### src/sv/quadrature_click_counter_assert.svh
// Assertion macros for the quadrature click counter.
`ifndef QUADRATURE_CLICK_COUNTER_ASSERT_SVH
`define QUADRATURE_CLICK_COUNTER_ASSERT_SVH
`ifndef NO_ASSERTIONS
// Same-cycle implication, checked on the rising clock edge outside reset.
`define QCC_ASSERT_IMPLIES(label, clk, rst, ante, cons) \
   label: assert property (@(posedge clk) disable iff (rst) (ante) |-> (cons)) \
      else $error("assertion failed: label");
// Next-cycle implication.
`define QCC_ASSERT_NEXT(label, clk, rst, ante, cons) \
   label: assert property (@(posedge clk) disable iff (rst) (ante) |=> (cons)) \
      else $error("assertion failed: label");
// Property that holds in every cycle outside reset.
`define QCC_ASSERT_ALWAYS(label, clk, rst, prop) \
   label: assert property (@(posedge clk) disable iff (rst) (prop)) \
      else $error("assertion failed: label");
`else
`define QCC_ASSERT_IMPLIES(label, clk, rst, ante, cons)
`define QCC_ASSERT_NEXT(label, clk, rst, ante, cons)
`define QCC_ASSERT_ALWAYS(label, clk, rst, prop)
`endif
`endif

### src/sv/qcc_pkg.sv
// Shared types, constants and the quadrature step table for the click counter.
`default_nettype none
package qcc_pkg;

   localparam int NumEncoders = 2;
   localparam int DivSteps    = 8;
   localparam int DivCntWidth = $clog2(DivSteps);

   // Command codes
   localparam logic [1:0] CMD_SAMPLE = 2'd0;
   localparam logic [1:0] CMD_READ   = 2'd1;
   localparam logic [1:0] CMD_INIT   = 2'd2;

   // Configuration register indexes
   localparam logic CSR_PULSES_PER_CLICK = 1'b0;
   localparam logic CSR_INVERT_MASK      = 1'b1;

   localparam logic [4:0] PpcReset    = 5'd4;
   localparam logic [1:0] InvertReset = 2'd3;

   typedef struct packed {
      logic [1:0] command;
      logic       encoder_index;
      logic       a_level;
      logic       b_level;
   } req_item_type;

   typedef struct packed {
      logic signed [7:0] clicks;
      logic              clicks_encoder;
   } rsp_item_type;

   // Controller to datapath commands
   typedef struct packed {
      logic capture;
      logic update;
      logic div_step;
      logic finish;
   } qcc_cmd_type;

   // Datapath to controller status
   typedef struct packed {
      logic is_read;
      logic rsp_busy;
   } qcc_status_type;

   // Step from previous phase to current phase, phase = {B, A}.
   function automatic logic signed [1:0] qcc_step(input logic [1:0] prev,
                                                  input logic [1:0] cur);
      logic signed [1:0] s;
      case ({prev, cur})
         4'b00_01: s = -2'sd1;
         4'b00_10: s =  2'sd1;
         4'b01_00: s =  2'sd1;
         4'b01_11: s = -2'sd1;
         4'b10_00: s = -2'sd1;
         4'b10_11: s =  2'sd1;
         4'b11_01: s =  2'sd1;
         4'b11_10: s = -2'sd1;
         default:  s =  2'sd0;
      endcase
      return s;
   endfunction

endpackage
`default_nettype wire

### src/sv/qcc_ctrl.sv
// Controller state machine for the quadrature click counter.
`default_nettype none
module qcc_ctrl (
   input  wire logic                    clock,
   input  wire logic                    reset,
   input  wire logic                    req_valid,
   output logic                         req_stall,
   input  wire qcc_pkg::qcc_status_type status,
   output qcc_pkg::qcc_cmd_type         cmd
);

   typedef enum logic [1:0] {
      ST_IDLE,
      ST_EXEC,
      ST_DIVIDE,
      ST_FINISH
   } state_type;

   state_type                         state_ff, state_in;
   logic [qcc_pkg::DivCntWidth-1:0]   cnt_ff, cnt_in;

   always_comb begin
      state_in = state_ff;
      cnt_in   = cnt_ff;
      cmd      = '0;
      case (state_ff)
         ST_IDLE: begin
            if (req_valid) begin
               cmd.capture = 1'b1;
               state_in    = ST_EXEC;
            end
         end
         ST_EXEC: begin
            cmd.update = 1'b1;
            cnt_in     = '0;
            state_in   = status.is_read ? ST_DIVIDE : ST_IDLE;
         end
         ST_DIVIDE: begin
            cmd.div_step = 1'b1;
            cnt_in       = cnt_ff + 1'b1;
            if (cnt_ff == qcc_pkg::DivCntWidth'(qcc_pkg::DivSteps - 1)) begin
               state_in = ST_FINISH;
            end
         end
         ST_FINISH: begin
            // hold until the output register is free
            if (!status.rsp_busy) begin
               cmd.finish = 1'b1;
               state_in   = ST_IDLE;
            end
         end
         default: state_in = ST_IDLE;
      endcase
   end

   always_ff @(posedge clock) begin
      if (reset) begin
         state_ff <= ST_IDLE;
         cnt_ff   <= '0;
      end else begin
         state_ff <= state_in;
         cnt_ff   <= cnt_in;
      end
   end

   assign req_stall = (state_ff != ST_IDLE);

endmodule
`default_nettype wire

### src/sv/qcc_datapath.sv
// Datapath: encoder state, configuration, shift-subtract divider, output register.
`default_nettype none
module qcc_datapath (
   input  wire logic                   clock,
   input  wire logic                   reset,
   input  wire qcc_pkg::req_item_type  req_item,
   input  wire logic                   csr_we,
   input  wire logic                   csr_index,
   input  wire logic [4:0]             csr_wdata,
   input  wire qcc_pkg::qcc_cmd_type   cmd,
   output qcc_pkg::qcc_status_type     status,
   output logic                        rsp_valid,
   input  wire logic                   rsp_stall,
   output qcc_pkg::rsp_item_type       rsp_item
);

   qcc_pkg::req_item_type item_ff, item_in;
   logic [4:0]            ppc_ff, ppc_in;
   logic [1:0]            inv_ff, inv_in;
   logic [1:0]            phase_ff [qcc_pkg::NumEncoders];
   logic [1:0]            phase_in [qcc_pkg::NumEncoders];
   logic signed [7:0]     count_ff [qcc_pkg::NumEncoders];
   logic signed [7:0]     count_in [qcc_pkg::NumEncoders];
   logic signed [7:0]     remain_ff [qcc_pkg::NumEncoders];
   logic signed [7:0]     remain_in [qcc_pkg::NumEncoders];
   logic [7:0]            div_mag_ff, div_mag_in;
   logic [4:0]            div_rem_ff, div_rem_in;
   logic [4:0]            div_d_ff, div_d_in;
   logic                  div_neg_ff, div_neg_in;
   logic                  rsp_valid_ff, rsp_valid_in;
   qcc_pkg::rsp_item_type rsp_item_ff, rsp_item_in;

   logic                  idx;
   logic                  enc_ok;
   logic [1:0]            cur_phase;
   logic signed [1:0]     step;
   logic signed [8:0]     step_sum;
   logic signed [8:0]     sum;
   logic [8:0]            mag;
   logic [5:0]            trial;
   logic                  qbit;
   logic signed [7:0]     clicks_sat;
   logic signed [7:0]     rem_signed;

   assign idx       = item_ff.encoder_index;
   assign enc_ok    = (32'(idx) < qcc_pkg::NumEncoders);
   assign cur_phase = {item_ff.b_level, item_ff.a_level};

   always_comb begin
      step = qcc_pkg::qcc_step(phase_ff[idx], cur_phase);
      if (inv_ff[idx]) begin
         step = -step;
      end
      step_sum = 9'(count_ff[idx]) + 9'(step);
      sum      = enc_ok ? (9'(remain_ff[idx]) + 9'(count_ff[idx])) : 9'sd0;
      mag      = sum[8] ? 9'(-sum) : 9'(sum);
      trial    = {div_rem_ff, div_mag_ff[7]};
      qbit     = (trial >= {1'b0, div_d_ff});
      // truncate toward zero: divide magnitudes, then restore sign
      if (div_neg_ff) begin
         clicks_sat = (div_mag_ff >= 8'd128) ? -8'sd128 : 8'(-div_mag_ff);
         rem_signed = 8'(-{3'b000, div_rem_ff});
      end else begin
         clicks_sat = (div_mag_ff > 8'd127) ? 8'sd127 : 8'(div_mag_ff);
         rem_signed = 8'({3'b000, div_rem_ff});
      end
   end

   always_comb begin
      item_in      = item_ff;
      ppc_in       = ppc_ff;
      inv_in       = inv_ff;
      phase_in     = phase_ff;
      count_in     = count_ff;
      remain_in    = remain_ff;
      div_mag_in   = div_mag_ff;
      div_rem_in   = div_rem_ff;
      div_d_in     = div_d_ff;
      div_neg_in   = div_neg_ff;
      rsp_valid_in = rsp_valid_ff && rsp_stall;
      rsp_item_in  = rsp_item_ff;

      if (csr_we) begin
         case (csr_index)
            qcc_pkg::CSR_PULSES_PER_CLICK: ppc_in = csr_wdata;
            qcc_pkg::CSR_INVERT_MASK:      inv_in = csr_wdata[1:0];
            default: ;
         endcase
      end

      if (cmd.capture) begin
         item_in = req_item;
      end

      if (cmd.update) begin
         case (item_ff.command)
            qcc_pkg::CMD_SAMPLE: begin
               if (enc_ok) begin
                  if (step_sum > 9'sd127) begin
                     count_in[idx] = 8'sd127;
                  end else if (step_sum < -9'sd128) begin
                     count_in[idx] = -8'sd128;
                  end else begin
                     count_in[idx] = 8'(step_sum);
                  end
                  phase_in[idx] = cur_phase;
               end
            end
            qcc_pkg::CMD_INIT: begin
               if (enc_ok) begin
                  phase_in[idx]  = cur_phase;
                  count_in[idx]  = '0;
                  remain_in[idx] = '0;
               end
            end
            qcc_pkg::CMD_READ: begin
               if (enc_ok) begin
                  count_in[idx] = '0;
               end
               div_mag_in = mag[7:0];
               div_rem_in = '0;
               div_neg_in = sum[8];
               div_d_in   = (ppc_ff == 5'd0) ? 5'd1 : ppc_ff;
            end
            default: ;
         endcase
      end

      if (cmd.div_step) begin
         div_mag_in = {div_mag_ff[6:0], qbit};
         div_rem_in = qbit ? 5'(trial - {1'b0, div_d_ff}) : trial[4:0];
      end

      if (cmd.finish) begin
         if (enc_ok) begin
            remain_in[idx] = rem_signed;
         end
         rsp_valid_in               = 1'b1;
         rsp_item_in.clicks         = clicks_sat;
         rsp_item_in.clicks_encoder = idx;
      end
   end

   always_ff @(posedge clock) begin
      item_ff     <= item_in;
      div_mag_ff  <= div_mag_in;
      div_rem_ff  <= div_rem_in;
      div_d_ff    <= div_d_in;
      div_neg_ff  <= div_neg_in;
      rsp_item_ff <= rsp_item_in;
      if (reset) begin
         ppc_ff       <= qcc_pkg::PpcReset;
         inv_ff       <= qcc_pkg::InvertReset;
         rsp_valid_ff <= 1'b0;
         for (int i = 0; i < qcc_pkg::NumEncoders; i++) begin
            phase_ff[i]  <= '0;
            count_ff[i]  <= '0;
            remain_ff[i] <= '0;
         end
      end else begin
         ppc_ff       <= ppc_in;
         inv_ff       <= inv_in;
         rsp_valid_ff <= rsp_valid_in;
         phase_ff     <= phase_in;
         count_ff     <= count_in;
         remain_ff    <= remain_in;
      end
   end

   assign status.is_read  = (item_ff.command == qcc_pkg::CMD_READ);
   assign status.rsp_busy = rsp_valid_ff && rsp_stall;
   assign rsp_valid       = rsp_valid_ff;
   assign rsp_item        = rsp_item_ff;

endmodule
`default_nettype wire

### src/sv/quadrature_click_counter.sv
// Top level of the quadrature click counter: controller, datapath and checks.
//
// Usage: each req_ item carries a command, an encoder index and the A/B pin
// levels. A sample item steps that encoder's saturating transition count
// (x4 quadrature decoding, direction flipped by invert_mask). An init item
// takes the pins as the new baseline phase and clears count and remainder.
// A read item divides remainder plus count by pulses_per_click and returns
// one rsp_ item with the whole clicks (truncated toward zero, saturated to
// int8) and the encoder index; the leftover is kept for the next read.
// Unknown commands are dropped without a result.
// Sequence: an item is taken while the block is idle, then the block is busy;
// sample and init pass through capture and update, a read through capture, sum,
// 8 divider steps in the shift-subtract unit and the load of the output register.
// The rsp_ output register holds its item while rsp_stall is high; the next
// req_ item is still taken, and a new read holds in its last step until the
// output register is free.
// csr_ writes land on the next edge; write them only while the block is idle.
// Reset (synchronous): pulses_per_click 4, invert_mask 3, all encoder state
// zero, no result pending.
`default_nettype none
`include "quadrature_click_counter_assert.svh"
module quadrature_click_counter (
   input  wire logic                  clock,
   input  wire logic                  reset,
   input  wire logic                  req_valid,
   output logic                       req_stall,
   input  wire qcc_pkg::req_item_type req_item,
   output logic                       rsp_valid,
   input  wire logic                  rsp_stall,
   output qcc_pkg::rsp_item_type      rsp_item,
   input  wire logic                  csr_we,
   input  wire logic                  csr_index,
   input  wire logic [4:0]            csr_wdata
);

   qcc_pkg::qcc_cmd_type    cmd;
   qcc_pkg::qcc_status_type status;

   // Sequencer: owns the handshake on req_ and the divider step count.
   qcc_ctrl u_ctrl (
      .clock     (clock),
      .reset     (reset),
      .req_valid (req_valid),
      .req_stall (req_stall),
      .status    (status),
      .cmd       (cmd)
   );

   // Encoder state, registers, divider and result register.
   qcc_datapath u_datapath (
      .clock     (clock),
      .reset     (reset),
      .req_item  (req_item),
      .csr_we    (csr_we),
      .csr_index (csr_index),
      .csr_wdata (csr_wdata),
      .cmd       (cmd),
      .status    (status),
      .rsp_valid (rsp_valid),
      .rsp_stall (rsp_stall),
      .rsp_item  (rsp_item)
   );

   // The controller issues at most one command per cycle.
   `QCC_ASSERT_ALWAYS(a_cmd_onehot, clock, reset, $onehot0(cmd))
   // Capture only on an accepted input item.
   `QCC_ASSERT_IMPLIES(a_capture_on_accept, clock, reset, cmd.capture, req_valid && !req_stall)
   // Once an item is taken the block is busy in the next cycle.
   `QCC_ASSERT_NEXT(a_busy_after_accept, clock, reset, req_valid && !req_stall, req_stall)
   // Never overwrite a result that is still waiting.
   `QCC_ASSERT_IMPLIES(a_no_overwrite, clock, reset, cmd.finish, !(rsp_valid && rsp_stall))

endmodule
`default_nettype wire

### config.mk
export PLATFORM = sky130hd
export DESIGN_NAME = quadrature_click_counter
export DESIGN_NICKNAME = d
export VERILOG_FILES = /design/src/sv/qcc_pkg.sv /design/src/sv/qcc_ctrl.sv /design/src/sv/qcc_datapath.sv /design/src/sv/quadrature_click_counter.sv
export VERILOG_INCLUDE_DIRS = /design/src /design/src/sv
export SDC_FILE = /design/constraint.sdc
export NUM_CORES = 1
export LEC_CHECK = 0
export CAP_MARGIN = 20
export CORE_MARGIN = 2
export CORE_UTILIZATION = 55
export CTS_CLUSTER_SIZE = 30
export DETAILED_ROUTE_END_ITERATION = 16
export DONT_BUFFER_PORTS = 1
export PLACE_DENSITY = 0.82
export SYNTH_ARGS = -nofsm -noshare
export SYNTH_HDL_FRONTEND = slang
export SYNTH_SLANG_ARGS = --single-unit
### constraint.sdc
create_clock -name clock -period 6.6 [get_ports clock]
set_input_delay 1.32 -clock clock [delete_from_list [all_inputs] [get_ports clock]]
set_output_delay 1.32 -clock clock [all_outputs]
set_load 0.01 [all_outputs]
Word level (Yosys, flattened, before mapping)
Memories as Yosys holds them, arrays and structs flattened.
Index checks and enable logic that the tools add are counted.

storage, ports and cells
  bits in registers = 82
  latch bits = 0
  memory bits (writable) = 0
  memory bits (read-only) = 32
  output and inout bits = 11
  memories kept = 1

operators by class
  $add $sub $neg = 8
  multipliers = 0
  divide/modulo/power cells = 0
  magnitude comparators = 8
  equality and inequality tests = 9
  shift operators = 0
  multiplexer cells = 50
  bitwise gates (word level) = 11
  reduce and logical (&&, ||, !) cells = 19

memories
  memory            words  width  read ports  clocked after memory_dff  write ports  RTL line       text
  (name not given)  16     2      1           0                         0            qcc_pkg.sv:51  case ({prev, cur})

operators with widths
  operator                                                    number
  2-to-1 mux 8 bit                                            15
  2-to-1 mux 16 bit                                           5
  bitwise AND 16 bit                                          2
  bitwise mux 16 bit                                          2
  one-hot mux 16 bit (2 select lines)                         1
  2-to-1 mux 5 bit                                            4
  2-to-1 mux 2 bit                                            9
  negation 8 bit                                              2
  inverter 16 bit                                             1
  bitwise AND 14 bit                                          1
  inverter 14 bit                                             1
  bitwise OR 14 bit                                           1
  AND reduction 2 bit                                         6
  nonzero test 2 bit                                          5
  adder 8 x 2 -> 9 bit                                        1
  adder 8 x 8 -> 9 bit                                        1
  > comparator 9 x 8 -> 1 bit, second input constant          1
  less-than comparator 9 x 8 -> 1 bit, second input constant  1
  2-to-1 mux 1 bit                                            9
  demux 8 bit (select 1 bit)                                  1
  >= comparator 8 bit, second input constant                  1
  > comparator 8 x 7 -> 1 bit, second input constant          1
  negation 5 -> 8 bit                                         1
  one-hot mux 2 bit (4 select lines)                          1
  25 further kinds                                            32

Logic depth before layout (Yosys ltp)
Gate-level depths: netlist of the first run.
An unclocked memory read counts as a cell.

  depth after elaboration = 12
  mapped depth = 14
  mapped depth without buffers = 12

Modules after synthesis
A second synthesis of the first run with hierarchy kept.

second synthesis, totals
  cells, all modules = 522
  area, all modules = 5067.4 um^2

by module, submodules not included
  module        instances  cells each  area each (um^2)  sequential area each (um^2)
  qcc_datapath  1          486         4729.5            1871.8
  qcc_ctrl      1          36          337.8             100.1

Least setup slack after synthesis of the first run
OpenSTA, ideal clock, no wires.

  kind = flip-flop to flip-flop
  start point = register u_datapath.item_ff (netlist bit u_datapath.idx)
  end point = register u_datapath.count_ff[0] in the netlist's numbering
  arrival time = 3987 ps
  data required time = 6466 ps
  slack = 2479 ps
  cell stages (with the launch flop) = 13
  path through = edfxtp_1 > clkbuf_1 > mux2i_1 > mux4_2 > xnor2_1 > ha_1 > buf_2 > and3_1 > a221o_1 > a21oi_1 > mux2_2 > a31oi_1 > o32ai_1

between the ends
  cells in the longest elaborated chain, start to end = 12
  elaborated cells on any way between the ends = 29

ends and longest elaborated chain
  item                                                                       RTL line                                  text
  start: declaration                                                         qcc_datapath.sv:17                        qcc_pkg::req_item_type item_ff, item_in;
  start signal: assignment                                                   qcc_datapath.sv:145                       item_ff <= item_in;
  inverter 1 -> 2 bit (not written as such)                                  -
  2-to-1 mux 2 bit (not written as such) (3 in a row)                        qcc_datapath.sv:50                        step = qcc_pkg::qcc_step(phase_ff[idx], cur_phase);
  memory read (16 x 2 bit)                                                   -
  negation 2 bit                                                             qcc_datapath.sv:52                        step = -step;
  2-to-1 mux 2 bit                                                           qcc_datapath.sv:51                        if (inv_ff[idx]) begin
  adder 8 x 2 -> 9 bit                                                       qcc_datapath.sv:54                        step_sum = 9'(count_ff[idx]) + 9'(step);
  less-than comparator 9 x 8 -> 1 bit or bitwise mux 16 bit (tied branches)  qcc_datapath.sv:101, qcc_datapath.sv:104
  2-to-1 mux 16 bit                                                          qcc_datapath.sv:101                       end else if (step_sum < -9'sd128) begin
  2-to-1 mux 16 bit                                                          qcc_datapath.sv:99                        if (step_sum > 9'sd127) begin
  one-hot mux 16 bit (2 select lines) (*)                                    qcc_datapath.sv:96                        case (item_ff.command)
  end signal: assignment                                                     qcc_datapath.sv:165                       count_ff <= count_in;
  end: declaration                                                           qcc_datapath.sv:22                        logic signed [7:0] count_ff [qcc_pkg::NumEncoders];

Every way passes the cells marked *; elsewhere a longest branch is shown, timed or not. The select of a mux whose other input is x is not followed.
A chain may end at the register's enable or synchronous reset.

Final worst setup path of the first run
  start point = register u_datapath.item_ff (netlist bit u_datapath.idx)
  end point = register u_datapath.count_ff[1] in the netlist's numbering

The elaborated chain is that of the path after synthesis.

==> results of run 1 <==
==> per-layer routing <==
layer  global-route usage [%]  up-vias  part of all wire, %
met5                        0        -                    0
met4                     6.74        0                  1.6
met1                     28.3     1955                   44
li1                         -     2003                    -
met2                     38.0      110                   50
met3                     4.79       14                  4.0
==> through the flow <==
step,util [%],std cells,instance area (µm²),hold WS [ns]
detailed placement,56.7,648,5190,0.441
CTS,59.0,664,5400,0.454
global route,59.0,664,5400,0.470
global placement,56.7,648,5190,0.433
finish,59.0,664,5400,0.452
floorplan,-,559,5130,0.424
==> final cells by class <==
class                           count  area [µm²]  area share, %
Clock buffer                        9         124           2.29
Timing Repair Buffer                1        7.51          0.139
Inverter                           38         143           2.64
Sequential cell                    82        1970           36.5
Multi-Input combinational cell    416        2930           54.3
Tap cell                          111         139           2.57
Clock inverter                      7        82.6           1.53
==> how the worst min path moves through the flow <==
stage,to
6_report,u_datapath.remain_ff[5]
5_1_grt,u_datapath.remain_ff[5]
4_1_cts,u_datapath.remain_ff[5]
3_5_place_dp,u_datapath.remain_ff[5]
3_3_place_gp,u_datapath.remain_ff[7]
2_1_floorplan,u_datapath.rsp_item[0]
==> critical path, cell delays in order (launching register included) <==
cell and delay [ns]:
edfxtp_1 0.37, buf_4 0.35, mux2i_1 0.32, xnor2_1 0.16, xnor2_1 0.17, nand2_1 0.09, xnor2_1 0.70, ha_1 0.42
a21o_1 0.23, a221o_1 0.43, a21oi_1 0.18, mux2_2 0.40, a31oi_1 0.55, o32ai_1 0.15
==> where the power goes <==
part / switching [mW] / internal (mW) / leakage, nW
logic: 0.191 / 0.124 / 1.30
registers: 0.0137 / 0.546 / 0.705
clock network: 0.199 / 0.181 / 0.0988
total: 0.403 / 0.851 / 2.11
==> registers in the layout, summed over array words and instances, names as in the netlist, 2 cells and up, named ones only <==
register,flops
u_ctrl.cnt_ff,3
u_datapath.count_ff,16
u_datapath.cur_phase,2
u_datapath.div_d_ff,5
u_datapath.div_mag_ff,8
u_datapath.div_rem_ff,5
u_datapath.inv_ff,2
u_datapath.item_ff,2
u_datapath.phase_ff,4
u_datapath.ppc_ff,5
u_datapath.remain_ff,14
u_datapath.rsp_item,9
==> cells in the mapped netlist, types with 3 or more instances <==
cell	instances	share of area [%]
nor3b_1	4	0.59
a22oi_1	8	1.2
and2_1	6	0.73
xnor2_1	16	2.7
a211oi_1	9	1.3
a211o_1	4	0.68
and3_1	4	0.49
a2111oi_0	4	0.68
nor4_1	4	0.49
o21a_1	4	0.59
or3_1	3	0.37
nor2b_1	8	0.98
ha_1	40	9.8
o221ai_1	3	0.51
o2bb2ai_1	5	0.85
edfxtp_1	33	19
nand2_1	33	2.4
clkbuf_1	20	1.5
nor2_1	62	4.5
nand3_1	16	1.6
o21ai_0	12	1.2
nand2b_1	10	1.2
o31ai_1	4	0.59
fa_1	3	1.2
a21o_1	4	0.59
nand3b_1	3	0.44
a31oi_1	8	0.98
dfxtp_1	49	19
nor3_1	13	1.3
inv_1	36	2.6
a21oi_1	42	4.1
xor2_1	5	0.85
o22ai_1	6	0.73
o21ai_1	10	0.98
o32ai_1	8	1.4
mux2_2	18	3.9
mux2i_1	14	2.7
==> placed cells by master (no fill, tap or decap), drive strengths merged, types with 18 or more instances in the layout <==
cell type and instances:
o21ai 22, nand2 33, ha 40, mux2 18
nor2 62, a21oi 42, edfxtp 33, inv 40
dfxtp 49
==> cells by family after synthesis <==
| kind of cell | Yosys count |
|---|---|
| simple gates | 175 |
| xor+xnor | 21 |
| buf+inv | 61 |
| compound gates | 144 |
| fa+ha+maj | 43 |
| mux | 33 |
| flops | 82 |
==> flow_summary_export.csv, run 1 <==
group,metric,value,unit
run_status,status,"finished clean",
critical_path,required,6.82,ns
cts,clkSlewWorstSetupHoldPaths,0.08,ns
grt,grt_max_degree,46,
cts,cts_setup_buffers,0,
synth,syn_area,5130,µm²
cts,cts_sinks,82,
die,pin_count,27,
synth,synth_cells,559,
place,dpl.hpwl,8.13,mm
synth,synth_nets,618,
die,die_h,101,µm
drt,wl,10.7,mm
critical_path,r2r-end,"u_datapath.count_ff[1]",
timing,rsz0062_at_grt,"no",
final_layout,fillers,745,
run,maxCapViolations,0,
cts,ctsHtreeMaxLevel,3,
cts,cts-root-buf,"clkbuf_8",
timing,period_share,70.7,%
power,p_leak,2.11,nW
timing,max_freq,0.214,GHz
synth,synth_edf_count,33,
synth,ys_seq_area_share,38.4,%
synth,async_flop_share,0,%
synth,synth-xor-area-share,3.58,%
final_layout,drive_above_1_share,7.41,%
drt,vias,4082,
cts,holdBufCountCts,0,
place,io_buffers,0,
timing,drv_slew,0,
timing,hold_viol_final,0,
synth,synth.mux.area_fraction,7.12,%
die,initial_core_util,56.1,%
drt,detail_route.wl_per_cell,16.2,µm
timing,finalSetupViolCount,0,
grt,grt_pass1_vias,3843,
critical_path,rr_worst_depth,13,
timing,period_needed,4.67,ns
die,dieArea,10100,µm²
die,placementRows,35,
synth,yosys_warnings,0,
critical_path,cp-startpoint,"u_datapath.idx",
power,power_density,232,nW/µm²
cts,cts_max_path_buffers,2,
final_layout,n_antenna_cell,0,
synth,postSynthAreaPerCell,9.18,µm²
grt,antenna_found_initial,0,
synth,yosys.area_share.simple,16.4,%
critical_path,crit_type,"reg -> reg",
place,pre_cts_slack,1.94,ns
min_path,hold_path_startpoint,"u_datapath.remain_ff[5]",
critical_path,startpoint_type,"flop",
min_path,min_path_cells,2,
die,chipWidth,101,µm
cts,cts_buffers,9,
timing,max-slew-margin-rel,40.8,%
drt,ant_nets,0,
grt,gr-usage-all-layers,22.3,%
synth,yosys_most_used_dff,"dfxtp_1",
synth,synth_top_family_by_area,"compound AO/OA/AOI/OAI gates",
timing,tns,0,ns
timing,worst_pin_slew,0.881,ns
power,power,1.25,mW
synth,synthAdderAreaFrac,10.9,%
min_path,hold_class,"reg -> reg",
synth,synth-seq-cells,82,
cts,cts_repair_resize_count,0,
grt,grt-ovfl-total,0,
grt,grt_pass1_wl,17.9,mm
timing,worst_slack,1.93,ns
final_layout,nets,607,
power,ir_drop,0.178,mV
critical_path,reg2reg_from,"u_datapath.idx",
critical_path,crit_end,"u_datapath.count_ff[1]",
drt,drt_iter0_markers,265,
timing,finClkSkew,0.0133,ns
drt,drc_errors,0,
synth,synth.distinct_cells,59,
critical_path,worstPathArrival,4.89,ns
critical_path,endpoint_kind,"flop",
critical_path,rrSetupSlack,1.93,ns
cts,cts_tree,"done",
synth,synth_compound_area_share,19.0,%
die,core,9150,µm²
drt,drt_first_pass_iters,5,
cts,clk_latency,0.36,ns
final_layout,synthToLayoutAreaGrowth,5.17,%
critical_path,crit_fanout,32,
place,gp_congestion,0.944,
drt,routed_via_density,6.15,
Note: power is estimated with default switching activity, not from simulation.
==> run 2: changes to the inputs <==
--- a/config.mk
+++ b/config.mk
@@ -6,13 +6,14 @@
 export SDC_FILE = /design/constraint.sdc
 export NUM_CORES = 1
 export LEC_CHECK = 0
+export ABC_AREA = 1
 export CAP_MARGIN = 20
 export CORE_MARGIN = 2
 export CORE_UTILIZATION = 55
 export CTS_CLUSTER_SIZE = 30
 export DETAILED_ROUTE_END_ITERATION = 16
 export DONT_BUFFER_PORTS = 1
-export PLACE_DENSITY = 0.82
+export PLACE_DENSITY = 0.85
 export SYNTH_ARGS = -nofsm -noshare
 export SYNTH_HDL_FRONTEND = slang
 export SYNTH_SLANG_ARGS = --single-unit
==> constraint.sdc (replaced) <==
create_clock -name clock -period 4 [get_ports clock]
set_input_delay 0.8 -clock clock [delete_from_list [all_inputs] [get_ports clock]]
set_output_delay 0.8 -clock clock [all_outputs]
set_load 0.01 [all_outputs]
==> run 2 against run 1 <==
Effect of this change:
- worst setup slack got worse by 1.6 ns
- combinational power grew to 11 times the previous value
- non-clock buffer count rose by 2
- first-iteration DRC count grew 83%
- global-route usage up 0.41 points
- clock skew fell by 0.0039 ns
- area after synthesis is 11% higher
- sequential power up 130%
- die area is 11% higher
- critical endpoint is now u_datapath.count_ff[13]
==> flow_summary_export.csv, run 2 <==
group,metric,value,unit
run_status,status,"finished clean",
final_layout,largest_reg_flops,16,
synth,syn_area,5700,µm²
critical_path,reg2reg_from,"u_datapath.cur_phase[1]",
synth,synth-seq-cells,82,
synth,synth_most_common_cell,"nand2_1",
timing,finalSetupViolCount,0,
synth,synth_cells,814,
power,p_leak,2.85,nW
cts,cts-root-buf,"clkbuf_8",
final_layout,final_cell_mix,"nand2_1 (230), inv_1 (100), nor2_1 (64)",
synth,ys_top_cells_by_area,"edfxtp_1 (17%), dfxtp_1 (17%), nand2_1 (15%)",
drt,ant_nets,0,
die,placementRows,37,
cts,clk_latency,0.37,ns
critical_path,required,4.26,ns
cts,cts_max_path_buffers,2,
synth,yosys_most_used_dff,"dfxtp_1",
grt,gr-usage-all-layers,22.7,%
final_layout,synthToLayoutAreaGrowth,4.94,%
drt,drc_errors,0,
place,pre_cts_slack,0.323,ns
synth,synth_edf_count,33,
final_layout,drive_above_1_share,5.85,%
timing,finClkSkew,0.00942,ns
grt,grt_pass1_wl,20.5,mm
min_path,hold_class,"reg -> reg",
final_layout,nets,857,
grt,grt_max_degree,53,
synth,synth.distinct_cells,41,
power,power_density,924,nW/µm²
grt,grt-ovfl-total,0,
die,core,10200,µm²
min_path,holdPathEnd,"u_datapath.remain_ff[1]",
cts,clkSlewWorstSetupHoldPaths,0.09,ns
synth,synth_common_cells,"nand2_1 (230), inv_1 (101), nor2_1 (64)",
critical_path,worstPathArrival,3.92,ns
timing,hold_slack,0.459,ns
cts,ctsHtreeMaxLevel,3,
critical_path,cpPeakStageDelay,0.43,ns
timing,period_needed,3.66,ns
critical_path,r2r-end,"u_datapath.count_ff[13]",
drt,vias,5043,
drt,drt_iter0_markers,486,
critical_path,crit_top_cell,"nand2_1",
critical_path,rr_worst_depth,20,
critical_path,crit_fanout,27,
timing,drv_slew,0,
drt,drt_first_pass_iters,5,
critical_path,endpoint_kind,"flop",
final_layout,mostFrequentLayoutCell,"nand2_1",
timing,rsz0062_at_grt,"no",
final_layout,n_antenna_cell,0,
final_layout,top_register,"u_datapath.count_ff",
cts,cts_tree,"done",
synth,yosysTopAreaCell,"edfxtp_1",
die,pin_count,27,
die,chipWidth,106,µm
place,gp_congestion,0.911,
run,maxCapViolations,0,
drt,wl,12.3,mm
timing,worst_slack,0.341,ns
critical_path,crit_type,"reg -> reg",
min_path,hold_path_startpoint,"u_datapath.remain_ff[1]",
die,dieArea,11200,µm²
synth,async_flop_share,0,%
synth,yosysTopAreaCellShare,17.4,%
critical_path,rrSetupSlack,0.34,ns
synth,synth_nets,873,
timing,hold_viol_final,0,
critical_path,slowest_stage,"edfxtp_1",
synth,ys_seq_area_share,34.6,%
drt,routed_via_density,5.37,
die,die_h,106,µm
critical_path,path_cells,"inv_1, ha_1, xnor2_1, xor2_1, nand2_1, xor2_1, inv_2, ha_1, nand2_1, inv_1, a21oi_2, nand2_2, nand2_1, nand2_2, nand2_4, nand3_4, nand2_4, inv_2, o21ai_0, nor2_1",
final_layout,final_util,58.8,%
critical_path,startpoint_type,"flop",
timing,period_share,91.5,%
timing,tns,0,ns
min_path,min_path_cells,2,
grt,antenna_found_initial,0,
timing,max_freq,0.273,GHz
synth,postSynthAreaPerCell,7.01,µm²
grt,grt_pass1_vias,4424,
place,dpl.hpwl,9.09,mm
cts,cts_sinks,82,
die,initial_core_util,56.0,%
drt,detail_route.wl_per_cell,13.1,µm
power,ir_drop,0.543,mV
timing,worst_pin_slew,0.798,ns
place,io_buffers,0,
cts,cts_buffers,9,
cts,holdBufCountCts,0,
timing,max-slew-margin-rel,46.6,%
synth,yosys_warnings,0,
## run 2: cell types whose count changed in the layout (fill, tap and decap cells not counted), sizes merged, moves of 9 or more
cell    delta
inv       +66
xnor2     -10
a21oi     +20
nand3     +42
mux2i     -14
xor2       +9
nand2    +209
nand2b    -10
o21ai     +40
mux2      -18
## run 2: stage by stage
stage / area [µm²] / total power [mW] / instances
after detailed placement: 5760 / 4.79 / 923
after floorplan: 5700 / 4.21 / 814
after CTS: 5990 / 5.48 / 939
final: 5990 / 5.53 / 939
after global routing: 5990 / 6.05 / 939
after global placement: 5760 / 4.72 / 923
## run 2: cell type report
class                           instances  area [µm²]
Clock buffer                            9         124
Clock inverter                          7         100
Fill cell                             947        4200
Inverter                              106         398
Multi-Input combinational cell        596        3200
Sequential cell                        82        1970
Tap cell                              136         170
Timing Repair Buffer                    3        22.5
## run 2: cells by family after synthesis
family	share of synthesized area, %
compound gates	13.2
fa+ha+maj	9.83
simple gates	30.0
flops	34.6
xor+xnor	3.07
buf+inv	9.34
## run 2: worst max-delay path by stage
stage	start	endpoint	slack, ns	cells after the start
2_1_floorplan	u_datapath.idx	u_datapath.div_mag_ff[7]	0.76	17
3_3_place_gp	u_datapath.cur_phase[0]	u_datapath.count_ff[13]	0.47	20
3_5_place_dp	u_datapath.cur_phase[0]	u_datapath.count_ff[11]	0.32	20
4_1_cts	u_datapath.cur_phase[0]	u_datapath.count_ff[13]	0.31	20
5_1_grt	u_datapath.cur_phase[0]	u_datapath.count_ff[13]	0.07	20
6_report	u_datapath.cur_phase[1]	u_datapath.count_ff[13]	0.34	20
## run 2: critical path: cells and delay by family, from the launching register on
kind,cells,cell delay [ns]
AOI/OAI and AO/OA,2,0.34
DFF,1,0.43
buffers and inverters,4,0.41
adders and majority gates,2,0.63
and+or+nand+nor,9,1.07
xor gates and xnor gates,3,0.65
## run 2: routing by layer
| layer | vias to the layer above | track usage [%] | wire, µm |
|---|---|---|---|
| li1 | 2604 | - | - |
| met4 | 0 | 7.89 | 221 |
| met2 | 136 | 35.0 | 5610 |
| met3 | 20 | 3.65 | 619 |
| met5 | - | 0 | 0 |
| met1 | 2283 | 32.4 | 5890 |
## run 2: timing repair
item	4_1_cts	5_1_grt
buffers inserted	0	0
setup endpoints to repair	0	2
resized for setup	0	1
## run 2: where the power goes
part / switching [mW] / internal, mW / total [mW]
Sequential: 0.157 / 1.11 / 1.27
Clock: 0.325 / 0.357 / 0.682
Combinational: 2.41 / 1.17 / 3.58
Total: 2.89 / 2.64 / 5.53
